### src/rtl/sse_pkg.sv
// Shared types and constants for the selection sort engine.
// No dependencies; imported by sse_core and the top level.
`timescale 1ns / 1ps

package sse_pkg;

	// Default capacity of the element memory and the data width of one element
	localparam int unsigned DEPTH_DEF = 64;
	localparam int unsigned VAL_W     = 32;

	// Input transfer payload
	typedef struct packed {
		logic signed [VAL_W-1:0] value;
		logic                    last;
	} in_item_t;

	// Output transfer payload
	typedef struct packed {
		logic signed [VAL_W-1:0] sorted_value;
		logic                    final_res;
		logic                    dropped;
	} out_item_t;

	// Emit strobe from the sequencer to the result register
	typedef struct packed {
		logic vld;
		logic final_res;
		logic dropped;
	} emit_t;

	// Sequencer states
	typedef enum logic [5:0] {
		S_LOAD  = 6'b000001,
		S_SCAN  = 6'b000010,
		S_SWAP1 = 6'b000100,
		S_SWAP2 = 6'b001000,
		S_ERD   = 6'b010000,
		S_EWAIT = 6'b100000
	} state_t;

endpackage

### src/rtl/sse_ram.sv
// Generic single-write, single-read synchronous RAM with registered read data.
// No package dependencies.
`timescale 1ns / 1ps

module sse_ram #(
	parameter int unsigned W  = 32,
	parameter int unsigned D  = 64,
	localparam int unsigned AW = $clog2(D)
) (
	input  logic          clk,
	input  logic          we,
	input  logic [AW-1:0] waddr,
	input  logic [W-1:0]  wdata,
	input  logic          re,
	input  logic [AW-1:0] raddr,
	output logic [W-1:0]  rdata
);

	logic [W-1:0] mem_q [D];
	logic [W-1:0] rdata_q;

	// Write port
	always_ff @(posedge clk) begin
		if (we) begin
			mem_q[waddr] <= wdata;
		end
	end

	// Read port, data held while no read is issued
	always_ff @(posedge clk) begin
		if (re) begin
			rdata_q <= mem_q[raddr];
		end
	end

	assign rdata = rdata_q;

endmodule

### src/rtl/sse_core.sv
// Load / sort / emit sequencer of the selection sort engine.
// Drives the element RAM ports; depends on sse_pkg.
`timescale 1ns / 1ps

module sse_core #(
	parameter int unsigned DEPTH = sse_pkg::DEPTH_DEF,
	localparam int unsigned AW = $clog2(DEPTH),
	localparam int unsigned CW = $clog2(DEPTH + 1)
) (
	input  logic                     clk,
	input  logic                     arst_n,
	input  logic                     src_valid,
	output logic                     src_stall,
	input  sse_pkg::in_item_t        src_item,
	output logic                     ram_we,
	output logic [AW-1:0]            ram_waddr,
	output logic [sse_pkg::VAL_W-1:0] ram_wdata,
	output logic                     ram_re,
	output logic [AW-1:0]            ram_raddr,
	input  logic [sse_pkg::VAL_W-1:0] ram_rdata,
	output sse_pkg::emit_t           emit,
	input  logic                     out_free
);

	import sse_pkg::*;

	state_t                  state_q;
	logic [CW-1:0]           cnt_q;
	logic                    ovf_q;
	logic [AW-1:0]           pos_q;
	logic [CW-1:0]           issue_q;
	logic                    rd_vld_s1;
	logic [AW-1:0]           rd_idx_s1;
	logic signed [VAL_W-1:0] small_q;
	logic [VAL_W-1:0]        posval_q;
	logic [AW-1:0]           best_q;
	logic [CW-1:0]           k_q;

	logic          accept;
	logic          has_room;
	logic [CW-1:0] cnt_inc;
	logic [CW-1:0] n_load;
	logic          issue_more;
	logic          scan_first;
	logic          take_lower;
	logic [CW-1:0] pos_inc;
	logic [CW-1:0] pos_next2;
	logic [CW-1:0] k_inc;
	logic          emit_take;
	logic          is_last_res;

	// Handshake and shared arithmetic
	assign src_stall   = (state_q != S_LOAD);
	assign accept      = src_valid && (state_q == S_LOAD);
	assign has_room    = (cnt_q != CW'(DEPTH));
	assign cnt_inc     = cnt_q + CW'(1);
	assign n_load      = has_room ? cnt_inc : cnt_q;
	assign issue_more  = (issue_q != cnt_q);
	assign scan_first  = rd_vld_s1 && (rd_idx_s1 == pos_q);
	assign take_lower  = rd_vld_s1 && !scan_first && ($signed(ram_rdata) < small_q);
	assign pos_inc     = CW'(pos_q) + CW'(1);
	assign pos_next2   = pos_inc + CW'(1);
	assign k_inc       = k_q + CW'(1);
	assign is_last_res = (k_inc == cnt_q);
	assign emit_take   = (state_q == S_EWAIT) && out_free;

	// RAM write port: load, then the two halves of a swap
	always_comb begin
		ram_we    = 1'b0;
		ram_waddr = cnt_q[AW-1:0];
		ram_wdata = src_item.value;
		unique case (state_q)
			S_LOAD: begin
				ram_we = accept && has_room;
			end
			S_SWAP1: begin
				ram_we    = (best_q != pos_q);
				ram_waddr = pos_q;
				ram_wdata = small_q;
			end
			S_SWAP2: begin
				ram_we    = 1'b1;
				ram_waddr = best_q;
				ram_wdata = posval_q;
			end
			default: begin
				ram_we = 1'b0;
			end
		endcase
	end

	// RAM read port: scan reads and emit reads
	always_comb begin
		ram_re    = 1'b0;
		ram_raddr = issue_q[AW-1:0];
		unique case (state_q)
			S_SCAN: begin
				ram_re = issue_more;
			end
			S_ERD: begin
				ram_re    = 1'b1;
				ram_raddr = k_q[AW-1:0];
			end
			S_EWAIT: begin
				ram_re    = out_free && !is_last_res;
				ram_raddr = k_inc[AW-1:0];
			end
			default: begin
				ram_re = 1'b0;
			end
		endcase
	end

	// Result strobe; the value itself is the RAM read data
	assign emit.vld       = emit_take;
	assign emit.final_res = is_last_res;
	assign emit.dropped   = ovf_q;

	// Control registers
	always_ff @(posedge clk or negedge arst_n) begin
		if (!arst_n) begin
			state_q   <= S_LOAD;
			cnt_q     <= '0;
			ovf_q     <= 1'b0;
			pos_q     <= '0;
			issue_q   <= '0;
			rd_vld_s1 <= 1'b0;
			k_q       <= '0;
		end else begin
			rd_vld_s1 <= 1'b0;
			unique case (state_q)
				S_LOAD: begin
					if (accept) begin
						if (has_room) begin
							cnt_q <= cnt_inc;
						end else begin
							ovf_q <= 1'b1;
						end
						if (src_item.last) begin
							pos_q   <= '0;
							issue_q <= '0;
							k_q     <= '0;
							if (n_load < CW'(2)) begin
								state_q <= S_ERD;
							end else begin
								state_q <= S_SCAN;
							end
						end
					end
				end
				S_SCAN: begin
					if (issue_more) begin
						issue_q <= issue_q + CW'(1);
					end
					rd_vld_s1 <= issue_more;
					if (!issue_more && !rd_vld_s1) begin
						state_q <= S_SWAP1;
					end
				end
				S_SWAP1, S_SWAP2: begin
					if (state_q == S_SWAP1 && best_q != pos_q) begin
						state_q <= S_SWAP2;
					end else begin
						// next position
						pos_q   <= pos_inc[AW-1:0];
						issue_q <= pos_inc;
						if (pos_next2 < cnt_q) begin
							state_q <= S_SCAN;
						end else begin
							k_q     <= '0;
							state_q <= S_ERD;
						end
					end
				end
				S_ERD: begin
					state_q <= S_EWAIT;
				end
				S_EWAIT: begin
					if (out_free) begin
						if (is_last_res) begin
							cnt_q   <= '0;
							ovf_q   <= 1'b0;
							state_q <= S_LOAD;
						end else begin
							k_q <= k_inc;
						end
					end
				end
				default: begin
					state_q <= S_LOAD;
				end
			endcase
		end
	end

	// Scan pipeline payload: index of the read in flight and running minimum
	always_ff @(posedge clk) begin
		rd_idx_s1 <= issue_q[AW-1:0];
		if (state_q == S_SCAN) begin
			if (scan_first) begin
				small_q  <= $signed(ram_rdata);
				posval_q <= ram_rdata;
				best_q   <= pos_q;
			end else if (take_lower) begin
				small_q <= $signed(ram_rdata);
				best_q  <= rd_idx_s1;
			end
		end
	end

`ifndef ASSERT_OFF
	a_cnt_bound: assert property (@(posedge clk) disable iff (!arst_n)
		cnt_q <= CW'(DEPTH))
		else $error("element count beyond capacity");

	a_ovf_full: assert property (@(posedge clk) disable iff (!arst_n)
		ovf_q |-> (cnt_q == CW'(DEPTH)))
		else $error("overflow flagged with room left");

	a_best_range: assert property (@(posedge clk) disable iff (!arst_n)
		(state_q == S_SWAP1) |-> (CW'(best_q) < cnt_q && best_q >= pos_q))
		else $error("selected index outside the unsorted range");

	a_final_reload: assert property (@(posedge clk) disable iff (!arst_n)
		(emit.vld && emit.final_res) |=> (state_q == S_LOAD && cnt_q == '0))
		else $error("run not closed after its final result");
`endif

endmodule

### src/rtl/selection_sort_engine_top.sv
// Top level of the selection sort engine: element RAM, sequencer, result register.
// Depends on sse_pkg, sse_ram and sse_core.
`timescale 1ns / 1ps

// Values arrive one per cycle on the source channel and are written into the
// element RAM until an item with last set closes the run; values past DEPTH
// are discarded and every result of that run then carries dropped. The block
// then stalls its input and sorts in place: for position p of an n-entry run
// the single RAM read port streams entries p..n-1 one per cycle, then the read
// pipeline drains and the swap is written as two RAM writes, or skipped when
// the minimum already sits at p. The run then leaves in ascending signed order,
// after an initial read, at one result per cycle while the output is not
// stalled, with final_res on the last one. Input is taken again as soon as the
// final result sits in the output register.
module selection_sort_engine_top #(
	parameter int unsigned DEPTH = sse_pkg::DEPTH_DEF
) (
	input  logic               clk,
	input  logic               arst_n,
	input  logic               src_valid,
	output logic               src_stall,
	input  sse_pkg::in_item_t  src_item,
	output logic               res_valid,
	input  logic               res_stall,
	output sse_pkg::out_item_t res_item
);

	import sse_pkg::*;

	localparam int unsigned AW = $clog2(DEPTH);

	logic             ram_we;
	logic [AW-1:0]    ram_waddr;
	logic [VAL_W-1:0] ram_wdata;
	logic             ram_re;
	logic [AW-1:0]    ram_raddr;
	logic [VAL_W-1:0] ram_rdata;
	emit_t            emit;
	logic             out_free;
	logic             res_vld_q;
	out_item_t        res_q;

	sse_ram #(
		.W (VAL_W),
		.D (DEPTH)
	) u_ram (
		.clk   (clk),
		.we    (ram_we),
		.waddr (ram_waddr),
		.wdata (ram_wdata),
		.re    (ram_re),
		.raddr (ram_raddr),
		.rdata (ram_rdata)
	);

	sse_core #(
		.DEPTH (DEPTH)
	) u_core (
		.clk       (clk),
		.arst_n    (arst_n),
		.src_valid (src_valid),
		.src_stall (src_stall),
		.src_item  (src_item),
		.ram_we    (ram_we),
		.ram_waddr (ram_waddr),
		.ram_wdata (ram_wdata),
		.ram_re    (ram_re),
		.ram_raddr (ram_raddr),
		.ram_rdata (ram_rdata),
		.emit      (emit),
		.out_free  (out_free)
	);

	// Result register: free when empty or its transfer completes this cycle
	assign out_free = !res_vld_q || !res_stall;

	always_ff @(posedge clk or negedge arst_n) begin
		if (!arst_n) begin
			res_vld_q <= 1'b0;
		end else if (emit.vld) begin
			res_vld_q <= 1'b1;
		end else if (!res_stall) begin
			res_vld_q <= 1'b0;
		end
	end

	always_ff @(posedge clk) begin
		if (emit.vld) begin
			res_q.sorted_value <= $signed(ram_rdata);
			res_q.final_res    <= emit.final_res;
			res_q.dropped      <= emit.dropped;
		end
	end

	assign res_valid = res_vld_q;
	assign res_item  = res_q;

endmodule
### config.mk
export PLATFORM = sky130hd
export DESIGN_NAME = selection_sort_engine_top
export DESIGN_NICKNAME = d
export VERILOG_FILES = /design/src/rtl/sse_pkg.sv /design/src/rtl/sse_ram.sv /design/src/rtl/sse_core.sv /design/src/rtl/selection_sort_engine_top.sv
export SDC_FILE = /design/constraint.sdc
export NUM_CORES = 2
export LEC_CHECK = 0
export BUFFER_PORTS_ARGS = -buffer_cell sky130_fd_sc_hd__buf_2
export CORE_UTILIZATION = 65
export CTS_BUF_LIST = sky130_fd_sc_hd__clkbuf_4 sky130_fd_sc_hd__clkbuf_8
export DETAILED_ROUTE_END_ITERATION = 10
export PLACE_DENSITY = 0.82
export SLEW_MARGIN = 0
export SYNTH_ARGS = -nofsm -noshare
export SYNTH_HDL_FRONTEND = slang
export SYNTH_SLANG_ARGS = --single-unit
### constraint.sdc
create_clock -name clk -period 6.9 [get_ports clk]
set_input_delay 1.035 -clock clk [delete_from_list [all_inputs] [get_ports clk]]
set_output_delay 1.035 -clock clk [all_outputs]
set_load 0.01 [all_outputs]
==> results_dict.tcl <==
set metrics [dict create \
    synth_most_common_cell "edfxtp_1" \
    synth_cells 5676 \
    rr_startpoint "u_core.state_q[3]" \
    drtIter0Drc 9560 \
    r2r_slack_ns 1.31 \
    grt_overflow_total 0 \
    p_int_mw 23.6 \
    syn-num-nets 5756 \
    die_w_um 370 \
    rows 134 \
    io_pins 73 \
    drv_cap 0 \
    status "finished clean" \
    h-tree-depth 5 \
    syn_area_per_cell_um2 15.5 \
    wl_mm 239 \
    area_growth_pct 10.6 \
    core-area_um2 134000 \
    io_buffers 72 \
    wl_per_cell_um 30.4 \
    insertion_delay_ns 1.08 \
    cpMostUsedCell "nand2_1" \
    combPwrFrac_pct 25.0 \
    num_vias 54700 \
    hold_buffers 0 \
    grt_pass1_vias 52700 \
    finalCriticalPeriod_ns 5.59 \
    cp-endpoint "u_ram.rdata[4]" \
    placed_area_um2 91300 \
    seqPwrFrac_pct 45.3 \
    antenna_found_initial 22 \
    met3_length_mm 37.6 \
    cts_sinks 2226 \
    relSlewSlack_pct 5.53 \
    cts_made_buffers 350 \
    setup_viol 0 \
    powerDensity_nw_per_um2 358 \
    final_cells 7873 \
    synth_common_cells "edfxtp_1, nand2_1, a22oi_1, a21oi_1, mux2i_1" \
    ir_drop_mv 0.299 \
    cellLeakagePower_nw 33.8 \
    top_layer "met5" \
    timing.fmax_mhz 179 \
    ys_seq_elements 2226 \
    tns_ns 0 \
    cts_tree "built" \
    postCtsSetupBuffers 0 \
    synthTopCellsByArea "edfxtp_1, a22oi_1, mux2i_1" \
    hold_path.class "in -> async" \
    via_per_inst 6.95 \
    ant_nets 0 \
    die_area_um2 137000 \
    slowest_delay_ns 0.83 \
    syn_area_um2 88200 \
    synth_edf_count 2184 \
    seq_area_um2 66600 \
    final_core_util_pct 72.7 \
    maxSlewViolCount 0 \
    worst_setup_path_start_kind "flip-flop" \
    rsz0062_at_grt "no" \
    tightest_slew_ns 1.41 \
    post_cts_resized 0 \
    end_kind "flip-flop" \
    die_h_um 370 \
    synth_top_area_share_pct 74.3 \
    arrival_ns 6.38 \
    synth_top_area_cell "edfxtp_1" \
    path_max_fanout 79 \
    switching_power_mw 11.3 \
    worstRegToRegCells 9 \
    p_clk_share_pct 29.7 \
    crit_required_ns 7.69 \
    ys_warn_count 0 \
    ys_seq_area_share_pct 75.5 \
    met1_length_mm 80.9 \
    grt_start_max_net_pins 217 \
    track_usage_pct 34.7 \
    fill_cells 7596 \
    ys_types 67 \
    swShare_pct 32.3 \
    worstSetupPathType "reg -> reg" \
    ctsRootBufferMaster "clkbuf_8" \
    dr.pass1.iters 7 \
    r2r-end "u_ram.rdata[4]" \
    dp_cells 7286 \
    synthArstFlopShare_pct 1.62 \
    layout-drive-gt1-share_pct 14.8 \
    grt_pass1_wl_mm 342 \
    finalHoldViolCount 0 \
    multi_input_area_um2 20600 \
    floorplan.initialDensity_pct 65.8 \
    drc 0 \
    finalInstanceArea_um2 97500 \
    crit_start "u_core.state_q[3]" \
    synth-main-ff-cell "edfxtp_1" \
    cp_cell_sequence "nor4_1, o21ai_0, nand2_1, and3_4, buf_12, mux4_2, nand2_1, o211ai_1, or4_1" \
    finalWeightedCongestion 0.931 \
    wl_met2_mm 105 \
    final_nets 5950 \
    clockBufferDepth 4 \
    timing.final.crit_share_pct 81.0 \
    finClkSkew_ns 0.0802 \
    hpwl_mm 134 \
    cp_slowest_cell "and3_4" \
    clkTransAtPathRegs_ns 0.06 \
]
[layout by cell type (no fill, tap or decap), drive strengths merged, types with 5 or more instances in the layout]
master,n
a21o,13
a21oi,500
a221o,6
a221oi,6
a22oi,609
a311oi,32
a31oi,36
and3,40
buf,214
clkbuf,448
clkinv,119
dfrtp,35
dfxtp,6
diode,10
edfxtp,2184
ha,43
inv,55
mux2i,386
mux4,64
nand2,786
nand2b,10
nand3,94
nand4,42
nor2,124
nor2b,9
nor3,10
o211ai,32
o21ai,51
o22ai,5
o31ai,10
or4,33
xnor2,24
xor2,15
[critical path, delay by kind of cell, from the launching register on]
kind / cells / cell delay (ns)
buffers and inverters: 1 / 0.53
DFF: 1 / 0.47
muxes: 1 / 0.63
and+or+nand+nor: 5 / 2.55
AOI/OAI and AO/OA: 2 / 1.03
[flip-flops by register name (all words and copies together), names as in the netlist]
| register | flops |
|---|---|
| u_core.best_q | 6 |
| u_core.small_q | 32 |
| u_core.rd_vld_s1 | 1 |
| u_core.posval_q | 32 |
| u_core.rd_idx_s1 | 6 |
| u_ram.rdata | 32 |
| u_core.issue_q | 7 |
| res_item | 34 |
| u_core.ovf_q | 1 |
| u_core.cnt_q | 7 |
| u_core.pos_q | 6 |
| u_core.k_q | 7 |
| u_ram.mem_q | 2048 |
| res_valid | 1 |
| u_core.state_q | 6 |
[worst min-delay path by stage]
stage	startpoint	endpoint	slack (ns)	depth (start not counted)
finish	arst_n	u_core.cnt_q[6]	0.10	1
global route	arst_n	u_core.k_q[6]	0.14	1
CTS	arst_n	u_core.cnt_q[5]	0.05	1
detailed placement	u_core.ovf_q	res_item[0]	0.45	0
global placement	u_core.ovf_q	res_item[0]	0.43	0
floorplan	u_core.issue_q[2]	u_core.rd_idx_s1[2]	0.35	0
[kinds of logic after synthesis]
group | synth area share [%]
compound gates | 9.75
buf+inv | 2.04
flops | 75.5
simple gates | 5.65
mux | 6.03
fa+ha+maj | 0.610
xor+xnor | 0.438
[power by group through the flow]
stage,Clock (mW),Sequential [mW],Combinational (mW)
2_1_floorplan,0,15.9,5.55
6_report,10.4,15.8,8.71
3_3_place_gp,0,16.0,8.13
3_5_place_dp,0,16.1,8.35
4_1_cts,10.4,15.8,8.41
5_1_grt,10.9,15.8,9.00
[routing by layer]
metal | up-vias | track usage [%]
li1 | 22600 | -
met1 | 26700 | 46.4
met2 | 4680 | 50.0
met3 | 751 | 11.1
met4 | 12 | 21.2
met5 | - | 0
[cell type report]
cell class              count  area share [%]
flip-flops and latches   2226            68.3
multi-input cells        3025            21.1
clock buffers             448            5.74
well taps                1768            2.27
repair buffers            214            1.71
clock inverters           129           0.676
inverters                  53           0.204
diodes                     10          0.0257
[metrics by stage]
stage	hold WS [ns]	setup WS, ns	total power, mW
after floorplan	0.345	0.728	21.5
after global placement	0.435	1.72	24.2
after detailed placement	0.448	1.62	24.4
after CTS	0.0531	1.56	34.5
after global routing	0.136	1.15	35.8
final	0.101	1.31	34.9
Power figures use the tool's default switching activity.
